<file path="config.mk">
export PLATFORM = sky130hd
export DESIGN_NAME = pem_gradient
export DESIGN_NICKNAME = d
export VERILOG_FILES = /design/src/hdl/pem_pkg.sv /design/src/hdl/pem_gradient.sv
export SDC_FILE = /design/constraint.sdc
export NUM_CORES = 1
export LEC_CHECK = 0
export ABC_AREA = 0
export BUFFER_PORTS_ARGS = -buffer_cell sky130_fd_sc_hd__buf_4
export CORE_ASPECT_RATIO = 0.5
export CORE_MARGIN = 4
export CORE_UTILIZATION = 30
export DETAILED_ROUTE_END_ITERATION = 16
export MAX_ROUTING_LAYER = met4
export SYNTH_ARGS = -nofsm -noshare
export SYNTH_HDL_FRONTEND = slang
export SYNTH_SLANG_ARGS = --single-unit
</file>
<file path="constraint.sdc">
create_clock -name clock -period 10.9 [get_ports clock]
set_clock_uncertainty 0.15 [all_clocks]
set_input_delay 0.545 -clock clock [delete_from_list [all_inputs] [get_ports clock]]
set_output_delay 0.545 -clock clock [all_outputs]
set_load 0.05 [all_outputs]
</file>
<file path="src/hdl/pem_pkg.sv">
// Package for the Prewitt edge magnitude unit: payload structs, widths,
// register indexes, mode codes and the state type. No dependencies.
package pem_pkg;

   // Sizes and limits.
   localparam int DEFAULT_MAX_WIDTH = 2048;
   localparam int PIXEL_W           = 8;
   localparam int WIDTH_REG_W       = 12;
   localparam int HEIGHT_REG_W      = 16;
   localparam int MODE_W            = 2;
   localparam int CSR_INDEX_W       = 2;
   localparam int CSR_DATA_W        = 16;
   localparam int GRAD_W            = 11;
   localparam int SQUARE_W          = 20;
   localparam int SUM_W             = 21;
   localparam int ROOT_W            = 16;
   localparam int ROOT_STEPS        = 8;
   localparam int MIN_DIM           = 3;

   // Reset values of the control registers.
   localparam logic [WIDTH_REG_W-1:0]  WIDTH_RESET  = 12'd640;
   localparam logic [HEIGHT_REG_W-1:0] HEIGHT_RESET = 16'd480;
   localparam logic [PIXEL_W-1:0]      BYTE_MAX     = 8'd255;

   // Register indexes of the control port.
   localparam logic [CSR_INDEX_W-1:0] CSR_IMAGE_WIDTH   = 2'd0;
   localparam logic [CSR_INDEX_W-1:0] CSR_IMAGE_HEIGHT  = 2'd1;
   localparam logic [CSR_INDEX_W-1:0] CSR_GRADIENT_MODE = 2'd2;

   // Gradient mode codes; every other code selects the magnitude.
   localparam logic [MODE_W-1:0] MODE_MAGNITUDE = 2'd0;
   localparam logic [MODE_W-1:0] MODE_DX        = 2'd1;
   localparam logic [MODE_W-1:0] MODE_DY        = 2'd2;

   typedef struct packed {
      logic [PIXEL_W-1:0] pixel;
      logic               frame_start;
   } req_type;

   typedef struct packed {
      logic [PIXEL_W-1:0] edge_value;
      logic               frame_done;
   } rsp_type;

   // 3x3 window indexed [row][column]; row 0 is the upper row, column 2 the newest.
   typedef logic [2:0][2:0][PIXEL_W-1:0] window_type;

   // Beat carried along the square root chain.
   typedef struct packed {
      logic               valid;
      logic [ROOT_W-1:0]  v;
      logic [ROOT_W-1:0]  res;
      logic               use_root;
      logic [PIXEL_W-1:0] fixed_val;
      logic               done;
   } root_data_type;

   typedef enum logic [1:0] {
      ST_IDLE,
      ST_UPDATE,
      ST_GRAD
   } state_type;

endpackage

</file>
<file path="src/hdl/pem_gradient.sv">
// Gradient front of the Prewitt edge magnitude unit: dx and dy, their squares,
// the sum with saturation, and the result for the directional modes. Depends on pem_pkg.
module pem_gradient (
   input  logic                          clock,
   input  logic                          reset,
   input  logic                          move,
   input  logic                          push,
   input  logic [pem_pkg::MODE_W-1:0]    mode,
   input  logic                          border,
   input  logic                          done,
   input  pem_pkg::window_type           window,
   output pem_pkg::root_data_type        head
);

   localparam int PW = pem_pkg::PIXEL_W;
   localparam int GW = pem_pkg::GRAD_W;
   localparam int SW = pem_pkg::SQUARE_W;
   localparam int UW = pem_pkg::SUM_W;
   localparam int RW = pem_pkg::ROOT_W;

   // Stage 1: gradients.
   logic                 p1_valid_ff;
   logic signed [GW-1:0] p1_dx_ff, p1_dy_ff;
   logic                 p1_border_ff, p1_done_ff;
   logic [GW-2:0]        col_right, col_left, row_low, row_up;
   logic signed [GW-1:0] dx_in, dy_in;

   // Stage 2: squares and clamped gradients.
   logic                 p2_valid_ff;
   logic [SW-1:0]        p2_sqx_ff, p2_sqy_ff;
   logic [PW-1:0]        p2_clx_ff, p2_cly_ff;
   logic                 p2_border_ff, p2_done_ff;
   logic signed [2*GW-1:0] prod_x, prod_y;
   logic [PW-1:0]        clx_in, cly_in;

   // Stage 3: sum and result selection.
   pem_pkg::root_data_type head_ff;
   pem_pkg::root_data_type head_in;
   logic [UW-1:0]        sum;
   logic                 sat, is_mag;

   // Column and row sums of the window.
   always_comb begin
      col_right = (GW-1)'(window[0][2]) + (GW-1)'(window[1][2]) + (GW-1)'(window[2][2]);
      col_left  = (GW-1)'(window[0][0]) + (GW-1)'(window[1][0]) + (GW-1)'(window[2][0]);
      row_low   = (GW-1)'(window[2][0]) + (GW-1)'(window[2][1]) + (GW-1)'(window[2][2]);
      row_up    = (GW-1)'(window[0][0]) + (GW-1)'(window[0][1]) + (GW-1)'(window[0][2]);
      dx_in     = $signed({1'b0, col_right}) - $signed({1'b0, col_left});
      dy_in     = $signed({1'b0, row_low}) - $signed({1'b0, row_up});
   end

   always_ff @(posedge clock) begin
      if (reset) begin
         p1_valid_ff <= 1'b0;
      end else if (move) begin
         p1_valid_ff <= push;
      end
   end

   always_ff @(posedge clock) begin
      if (move) begin
         p1_dx_ff     <= dx_in;
         p1_dy_ff     <= dy_in;
         p1_border_ff <= border;
         p1_done_ff   <= done;
      end
   end

   // Squares, and the gradients clamped to a byte.
   always_comb begin
      prod_x = p1_dx_ff * p1_dx_ff;
      prod_y = p1_dy_ff * p1_dy_ff;
      if (p1_dx_ff < 0) begin
         clx_in = '0;
      end else if (p1_dx_ff > $signed(GW'(pem_pkg::BYTE_MAX))) begin
         clx_in = pem_pkg::BYTE_MAX;
      end else begin
         clx_in = p1_dx_ff[PW-1:0];
      end
      if (p1_dy_ff < 0) begin
         cly_in = '0;
      end else if (p1_dy_ff > $signed(GW'(pem_pkg::BYTE_MAX))) begin
         cly_in = pem_pkg::BYTE_MAX;
      end else begin
         cly_in = p1_dy_ff[PW-1:0];
      end
   end

   always_ff @(posedge clock) begin
      if (reset) begin
         p2_valid_ff <= 1'b0;
      end else if (move) begin
         p2_valid_ff <= p1_valid_ff;
      end
   end

   always_ff @(posedge clock) begin
      if (move) begin
         p2_sqx_ff    <= prod_x[SW-1:0];
         p2_sqy_ff    <= prod_y[SW-1:0];
         p2_clx_ff    <= clx_in;
         p2_cly_ff    <= cly_in;
         p2_border_ff <= p1_border_ff;
         p2_done_ff   <= p1_done_ff;
      end
   end

   // Sum of squares; anything at or above 2^16 saturates to full scale.
   always_comb begin
      sum    = {1'b0, p2_sqx_ff} + {1'b0, p2_sqy_ff};
      sat    = (sum[UW-1:RW] != '0);
      is_mag = (mode != pem_pkg::MODE_DX) && (mode != pem_pkg::MODE_DY);
      head_in.valid    = p2_valid_ff;
      head_in.v        = sum[RW-1:0];
      head_in.res      = '0;
      head_in.use_root = is_mag && !p2_border_ff && !sat;
      head_in.done     = p2_done_ff;
      if (p2_border_ff) begin
         head_in.fixed_val = '0;
      end else if (mode == pem_pkg::MODE_DX) begin
         head_in.fixed_val = p2_clx_ff;
      end else if (mode == pem_pkg::MODE_DY) begin
         head_in.fixed_val = p2_cly_ff;
      end else begin
         head_in.fixed_val = pem_pkg::BYTE_MAX;
      end
   end

   always_ff @(posedge clock) begin
      if (reset) begin
         head_ff.valid <= 1'b0;
      end else if (move) begin
         head_ff.valid <= head_in.valid;
      end
   end

   always_ff @(posedge clock) begin
      if (move) begin
         head_ff.v         <= head_in.v;
         head_ff.res       <= head_in.res;
         head_ff.use_root  <= head_in.use_root;
         head_ff.fixed_val <= head_in.fixed_val;
         head_ff.done      <= head_in.done;
      end
   end

   assign head = head_ff;

endmodule

</file>
-- Yosys cells after proc, flatten, opt, wreduce, memory -nomap -nowiden
Cells that the tools add are included.
- add/subtract/negate cells: 11
- $mul: 2
- magnitude comparators: 4
- eq/ne operators: 4
- multiplexer cells: 4
- reduce and logical (&&, ||, !) cells: 6
- operators by type and width (operator ; number):
    $add 9x8->10 ; 4
    $mul 11x11->20 ; 2
    $add 8x8->9 ; 4
    $mux 8 ; 4
    $gt 11x9->1 const B ; 2
    $lt 11x1->1 const B ; 2
    $sub 10x10->11 ; 2
    $add 20x20->21 ; 1
    $reduce_bool 5->1 ; 1
    $logic_and 1x1->1 ; 3
    $eq 2x1->1 const B ; 1
    $eq 2x2->1 const B ; 1
    $logic_not 1->1 ; 2
    $ne 2x1->1 const B ; 1
    $ne 2x2->1 const B ; 1
- bits in registers: 111
- output and inout bits: 43
- word-level logic and storage cells: 48

-- Longest topological paths before layout
Gate-level depths: netlist of the first run.
- depth in word-level cells: 4
- gate-level depth with buffers: 21

-- Worst setup path after synthesis of the first run
No wires, ideal clock.
- path kind: reg-to-reg
- start: reg p1_dx_ff[2]
- end: reg p2_sqx_ff[19] (data pin)
- arrival time: 4.996 ns
- required time: 10.576 ns
- path slack: 5.579 ns
- stages on the path, launching flop included: 18
- clock period less this slack: 5.321 ns
- path through: edfxtp_1 clkbuf_1 and2_1 fa_1 fa_1 fa_1 fa_1 inv_1 fa_1 inv_1 ha_1 and3_1 a21oi_1 o21ai_2 nor4_4 nor3_1 or2_1 a311oi_1
- longest elaborated chain between the ends: 1
- ends and longest elaborated chain (element ; line ; source):
    from (decl) ; pem_gradient.sv:23 ; logic signed [GW-1:0] p1_dx_ff, p1_dy_ff;
    from (signal assigned) ; pem_gradient.sv:62 ; p1_dx_ff <= dx_in;
    $mul 11x11->20 ; pem_gradient.sv:71 ; prod_x = p1_dx_ff * p1_dx_ff;
    net prod_x[19] ; pem_gradient.sv:33 ; logic signed [2*GW-1:0] prod_x, prod_y;
    to (signal assigned) ; pem_gradient.sv:99 ; p2_sqx_ff <= prod_x[SW-1:0];
    to (decl) ; pem_gradient.sv:30 ; logic [SW-1:0] p2_sqx_ff, p2_sqy_ff;
The timed path passes the listed nets, and every way through them passes these cells.
A chain may end at the register's enable or synchronous reset.

-- Worst setup path after layout of the first run
- start: reg p1_dx_ff[10]
- end: reg p2_sqx_ff[19] (data pin)
Same word-level chain as after synthesis.

==> results.py, run 1 <==
metrics = {
    "synth": {
        "synth.distinct_cells": 55,
        "ys_warn_count": 0,
        "synthTopCellsByCount": "inv_1 (334), fa_1 (254), ha_1 (124), edfxtp_1 (106), nor2_1 (91)",
        "yosysTopAreaCellShare_pct": 35.7,
        "synth_area_leaders": "fa_1 (36%), edfxtp_1 (22%), ha_1 (11%), inv_1 (8.8%), xnor2_1 (3.7%)",
        "synthAdderAreaFrac_pct": 46.5,
        "yosys.area_share.simple_pct": 9.83,
        "yosysMostFrequentCell": "inv_1",
        "postSynthAreaPerCell_um2": 10.6,
        "synth.largest_area_cell": "fa_1",
        "synthMuxAreaShare_pct": 0.421,
        "netlist_instances": 1350,
        "async_flop_share_pct": 0,
        "ys_ff_latch": 109,
        "synth_area_um2": 14300,
        "synth_compound_area_share_pct": 5.32,
        "synth_xor_area_share_pct": 4.67,
        "synth_ff_type": "edfxtp_1",
        "yosysSeqAreaShare_pct": 22.7,
        "synth_top_family_by_area": "adder cells",
        "synth-edff-count": 106,
    },
    "floorplan": {
        "io_pins": 123,
        "rows": 56,
        "die_h_um": 162,
        "core_area_um2": 46900,
        "start_util_pct": 30.4,
        "die_area_um2": 51300,
        "dieWidth_um": 316,
    },
    "worst_hold_path": {
        "worstHoldPathCells": 2,
        "hold_class": "primary input to flop",
    },
    "worst_setup_path": {
        "endpoint_kind": "flop",
        "path_class": "flop to flop",
        "cp.arrival_ns": 6.01,
        "startpoint_type": "flop",
        "r2r_cells": 17,
        "worstPathRequired_ns": 10.95,
        "crit_fanout": 27,
    },
    "layout": {
        "multiInputGateArea_um2": 9580,
        "final_nets": 1887,
        "drive_above_1_share_pct": 9.41,
        "area_growth_pct": 11.9,
        "fill_cells": 4749,
        "regArea_um2": 3240,
        "fin_util_pct": 34.0,
    },
    "sta": {
        "finalCritPeriodShare_pct": 54.7,
        "setup_ws_ns": 4.94,
        "hold_violations": 0,
        "period_minus_slack_ns": 5.96,
        "fin_setup_tns_ns": 0,
        "max-slew-margin-rel_pct": 37.3,
        "slew_viol_final": 0,
        "tightest_slew_ns": 0.940,
        "rsz0062_at_grt": "false",
        "fmax_mhz": 168,
        "setup_viol": 0,
    },
    "clock_network": {
        "clock_latency_ns": 0.38,
        "cts_tree": "yes",
        "post-cts-setup-buffers": 0,
        "cts_resized": 0,
        "path_clk_slew_ns": 0.09,
        "ctsHoldBuffers": 0,
        "clockBufferDepth": 2,
        "h-tree-depth": 3,
        "clockRootBuffer": "clkbuf_16",
        "numCtsBuffers": 9,
        "cts.sinks": 109,
    },
    "route": {
        "dr.pass1.iters": 5,
        "drt-total-wl_mm": 28.7,
        "drtIter0Drc": 415,
        "dr_wl_met3_mm": 1.06,
        "ant_nets": 0,
        "top_layer": "met4",
        "drc": 0,
        "wl_met2_mm": 13.8,
        "num_vias": 8856,
        "vias_per_cell": 4.27,
        "wirelength_met1_mm": 13.4,
        "wl_per_cell_um": 13.9,
    },
    "place": {
        "dp_hpwl_mm": 24.1,
        "io_buffers": 98,
        "post-place-ws_ns": 4.96,
        "place_congestion": 0.823,
    },
    "global_route": {
        "grt_pass1_vias": 9809,
        "grt_pass1_wl_mm": 49.7,
        "grt_max_degree": 72,
        "antenna_found_initial": 1,
        "grt_overflow": 0,
        "track_usage_pct": 12.6,
    },
    "outcome": {
        "outcome": "finished clean",
    },
    "flow_run": {
        "cap_viol_max_count": 0,
    },
}
## cells by family (layout without fill, tap and decap cells)
logic type	Yosys count	after routing
AOI/OAI and AO/OA	114	114
xor gates and xnor gates	76	76
adders and majority gates	378	378
buffers and inverters	381	450
DFF	109	109
muxes	6	6
other	1	17
and+or+nand+nor	285	285
## worst max-delay path, cell delays in order (launching register included)
cell,delay (ns)
edfxtp_1,0.90
nand2_1,0.29
fa_1,0.54
inv_1,0.05
fa_1,0.51
fa_1,0.45
fa_1,0.54
inv_1,0.05
fa_1,0.53
inv_1,0.04
ha_1,0.36
and3_1,0.20
a21oi_1,0.14
o21ai_2,0.11
nor4_4,0.22
nor3_1,0.13
or2_1,0.27
a311oi_1,0.28
## layout make-up
type	count	share of cell area [%]
inverter	334	7.86
sequential	109	20.3
clock inverter	7	0.588
clock buffer	9	1.41
antenna	1	0.0157
timing repair buffer	100	4.71
multi-input combinational	875	60.1
tap	638	5.01
## state kept, by name, indices dropped and copies added (netlist names)
signal / flops
head: 27
p1_border_ff: 1
p1_done_ff: 1
p1_dx_ff: 11
p1_dy_ff: 11
p1_valid_ff: 1
p2_border_ff: 1
p2_clx_ff: 8
p2_cly_ff: 8
p2_done_ff: 1
p2_sqx_ff: 19
p2_sqy_ff: 19
p2_valid_ff: 1
## layer usage
metal / vias to the layer above / global-route usage, %
met4: 0 / 2.62
met2: 125 / 20.7
met5: - / -
met1: 4424 / 16.4
li1: 4279 / -
met3: 28 / 2.14
## layout by cell type, fill, tap and decap left out, types with 2 or more instances in the layout
master / count
inv_1: 334
nor2b_1: 19
nand2_1: 64
a211oi_1: 5
nand3b_1: 2
fa_1: 254
o21a_1: 7
o21bai_1: 3
conb_1: 16
o211ai_1: 2
or3_1: 4
nor2_1: 91
ha_1: 124
nor3_1: 11
mux2i_1: 6
a31oi_1: 6
o21ai_0: 22
a21o_1: 10
a21boi_0: 4
and3_1: 7
nand4_1: 2
dfxtp_1: 3
a311oi_1: 2
edfxtp_1: 106
xor2_1: 16
clkinv_8: 3
inv_6: 2
a21oi_1: 32
buf_4: 100
nand3_1: 9
and2_1: 53
o31ai_1: 2
clkbuf_16: 9
or2_2: 5
xnor2_1: 60
a31o_2: 3
nand2b_1: 8
o22ai_1: 7
## worst paths after layout
path,startpoint,to,slack [ns]
setup / recovery,p1_dx_ff[10],p2_sqx_ff[19],4.94
hold / removal,reset,p1_valid_ff,0.19
setup reg to reg,p1_dx_ff[10],p2_sqx_ff[19],4.94
hold reg to reg,p2_done_ff,head[0],0.28
## stage by stage
stage | cell area (um2) | std cells | hold WS (ns)
after floorplan | 14300 | 1365 | 0.250
after global placement | 15600 | 2056 | 0.256
after detailed placement | 15600 | 2056 | 0.255
after CTS | 15900 | 2072 | 0.170
after global routing | 15900 | 2073 | 0.172
final | 15900 | 2073 | 0.189
Power of run 1 is left out: the tool's default activity adds up to more than one toggle a clock period on the data nets, which glitch-free logic cannot reach.
==> inputs of run 2 (changes only) <==
--- a/config.mk
+++ b/config.mk
@@ -5,7 +5,7 @@
 export SDC_FILE = /design/constraint.sdc
 export NUM_CORES = 1
 export LEC_CHECK = 0
-export ABC_AREA = 0
+export ABC_AREA = 1
 export BUFFER_PORTS_ARGS = -buffer_cell sky130_fd_sc_hd__buf_4
 export CORE_ASPECT_RATIO = 0.5
 export CORE_MARGIN = 4
==> constraint.sdc (replaced) <==
create_clock -name clock -period 6.2 [get_ports clock]
set_clock_uncertainty 0.15 [all_clocks]
set_input_delay 0.31 -clock clock [delete_from_list [all_inputs] [get_ports clock]]
set_output_delay 0.31 -clock clock [all_outputs]
set_load 0.05 [all_outputs]
==> run 2 against run 1 <==
Against the previous run:
- hold slack worse by 0.14 ns
- register-to-register slack worse by 4.1 ns
- wire length is 8.0% higher
- critical path type unchanged
- critical endpoint is now p2_sqy_ff[18]
- highest routed layer unchanged
==> results.py, run 2 <==
metrics = {
    "synth": {
        "ys_warn_count": 0,
        "synth.distinct_cells": 41,
        "yosysMostFrequentCell": "inv_1",
        "synthTopCellsByCount": "inv_1 (455), nand2_1 (273), fa_1 (254), ha_1 (124), edfxtp_1 (106)",
        "synth.largest_area_cell": "fa_1",
        "synth-edff-count": 106,
        "yosysSeqAreaShare_pct": 21.8,
        "netlist_instances": 1587,
        "synth_area_leaders": "fa_1 (34%), edfxtp_1 (21%), inv_1 (11%), ha_1 (10%), nand2_1 (6.9%)",
        "postSynthAreaPerCell_um2": 9.37,
        "yosysTopAreaCellShare_pct": 34.2,
        "synth_ff_type": "edfxtp_1",
        "async_flop_share_pct": 0,
        "synth_area_um2": 14900,
        "ys_ff_latch": 109,
    },
    "worst_setup_path": {
        "worstPathRequired_ns": 6.17,
        "path_class": "flop to flop",
        "cpPeakStageDelay_ns": 0.68,
        "startpoint_type": "flop",
        "path_common_cell": "fa_1",
        "path_cells": "nand2_1 > fa_1 > inv_1 > fa_1 > inv_1 > fa_1 > fa_1 > fa_1 > inv_1 > ha_1 > a21oi_1 > o31ai_1 > a21oi_1 > o21ai_1 > xor2_1",
        "endpoint_kind": "flop",
        "cp.arrival_ns": 5.29,
        "crit_slowest_cell": "fa_1",
        "crit_fanout": 12,
    },
    "route": {
        "drt-total-wl_mm": 31.0,
        "ant_nets": 0,
        "drtIter0Drc": 571,
        "wl_per_cell_um": 13.3,
        "dr.pass1.iters": 4,
        "num_vias": 9924,
        "drc": 0,
        "vias_per_cell": 4.26,
    },
    "sta": {
        "tightest_slew_ns": 0.913,
        "finalCritPeriodShare_pct": 85.8,
        "hold_violations": 0,
        "setup_ws_ns": 0.879,
        "max-slew-margin-rel_pct": 39.1,
        "slew_viol_final": 0,
        "rsz0062_at_grt": "false",
        "period_minus_slack_ns": 5.32,
        "fin_setup_tns_ns": 0,
        "fmax_mhz": 188,
        "setup_viol": 0,
    },
    "place": {
        "place_inst": 2312,
        "place_congestion": 0.877,
        "post-place-ws_ns": 0.878,
        "io_buffers": 98,
        "dp_hpwl_mm": 26.9,
        "placement.cell_area_um2": 16300,
    },
    "global_route": {
        "grt_overflow": 0,
        "grt_max_degree": 71,
        "grt_pass1_wl_mm": 53.0,
        "antenna_found_initial": 0,
        "use_met2_pct": 21.4,
        "grt_pass1_vias": 10400,
        "use_met1_pct": 17.1,
        "track_usage_pct": 12.9,
        "top_usage_layer": "met2",
        "grt.met3_usage_pct": 1.96,
    },
    "layout": {
        "drive_above_1_share_pct": 8.68,
        "fin_area_um2": 16600,
        "most-common-layout-cells": "inv_1 (455), nand2_1 (273), fa_1 (254)",
        "largest_reg_flops": 27,
        "diodes": 0,
        "final_nets": 2135,
        "fin_cells": 2331,
        "area_growth_pct": 11.9,
        "final_common_cell": "inv_1",
    },
    "clock_network": {
        "cts.sinks": 109,
        "cts_tree": "yes",
        "ctsHoldBuffers": 3,
        "cts_resized": 0,
        "clockRootBuffer": "clkbuf_16",
        "path_clk_slew_ns": 0.08,
        "clock_latency_ns": 0.37,
        "h-tree-depth": 3,
        "post-cts-setup-buffers": 0,
        "numCtsBuffers": 9,
        "clockBufferDepth": 2,
    },
    "floorplan": {
        "dieWidth_um": 323,
        "rows": 57,
        "io_pins": 123,
        "die_area_um2": 53400,
        "die_h_um": 165,
        "start_util_pct": 30.5,
        "core_area_um2": 48800,
    },
    "flow_run": {
        "cap_viol_max_count": 0,
    },
    "outcome": {
        "outcome": "finished clean",
    },
    "worst_hold_path": {
        "hold_class": "primary input to flop",
    },
}
==> run 2: cell types whose count changed after synthesis, moves of 36 or more <==
cell     before  now
and2_1       53    0
nand2_1      64  273
xor2_1       16   52
a21oi_1      32   82
inv_1       334  455
nor2_1       91   49
==> run 2: critical path: cells and delay by family, from the launching register on <==
family,cells,cell delay [ns]
AOI/OAI and AO/OA,4,0.70
xor gates and xnor gates,1,0.15
adders and majority gates,6,3.02
buffers and inverters,3,0.21
DFF,1,0.67
and+or+nand+nor,1,0.17
==> run 2: path summary, 6_finish.rpt <==
path / from / end / slack, ns / depth (start not counted)
max reg2reg: p1_dy_ff[3] / p2_sqy_ff[18] / 0.88 / 15
max: p1_dy_ff[3] / p2_sqy_ff[18] / 0.88 / 15
min reg2reg: p2_done_ff / head[0] / 0.27 / 0
min: push / p1_valid_ff / 0.04 / 3
==> run 2: kinds of logic after synthesis <==
logic type                 count (synthesis)  share of synthesized area (%)
buffers and inverters                    506                           13.2
adders and majority gates                378                           44.6
and+or+nand+nor                          374                           10.2
AOI/OAI and AO/OA                        140                           5.53
DFF                                      109                           21.8
xor gates and xnor gates                  79                           4.65
other                                      1                         0.0252
==> run 2: metal layers <==
| layer | part of all wire, % | routed length [um] | up-vias |
|---|---|---|---|
| met5 | 0 | 0 | - |
| met4 | 1.3 | 393 | 0 |
| met3 | 4.3 | 1340 | 21 |
| met2 | 47 | 14700 | 177 |
| met1 | 47 | 14600 | 4827 |
| li1 | - | - | 4899 |
==> run 2: cell type report <==
| type | count | area, um2 |
|---|---|---|
| clock buffers | 10 | 229 |
| clock inverters | 6 | 71.3 |
| fillers | 5012 | 32100 |
| inverters | 460 | 1730 |
| multi-input cells | 987 | 9730 |
| flip-flops and latches | 109 | 3240 |
| well taps | 649 | 812 |
| repair buffers | 110 | 833 |
==> run 2: per-stage QoR <==
stage / utilization, % / hold WS (ns)
after global routing: 34.1 / 0.0386
final: 34.1 / 0.0438
after global placement: 33.4 / 0.253
after detailed placement: 33.4 / 0.256
after CTS: 34.1 / 0.0256
after floorplan: - / 0.229
Power of run 2 is left out for the same reason.
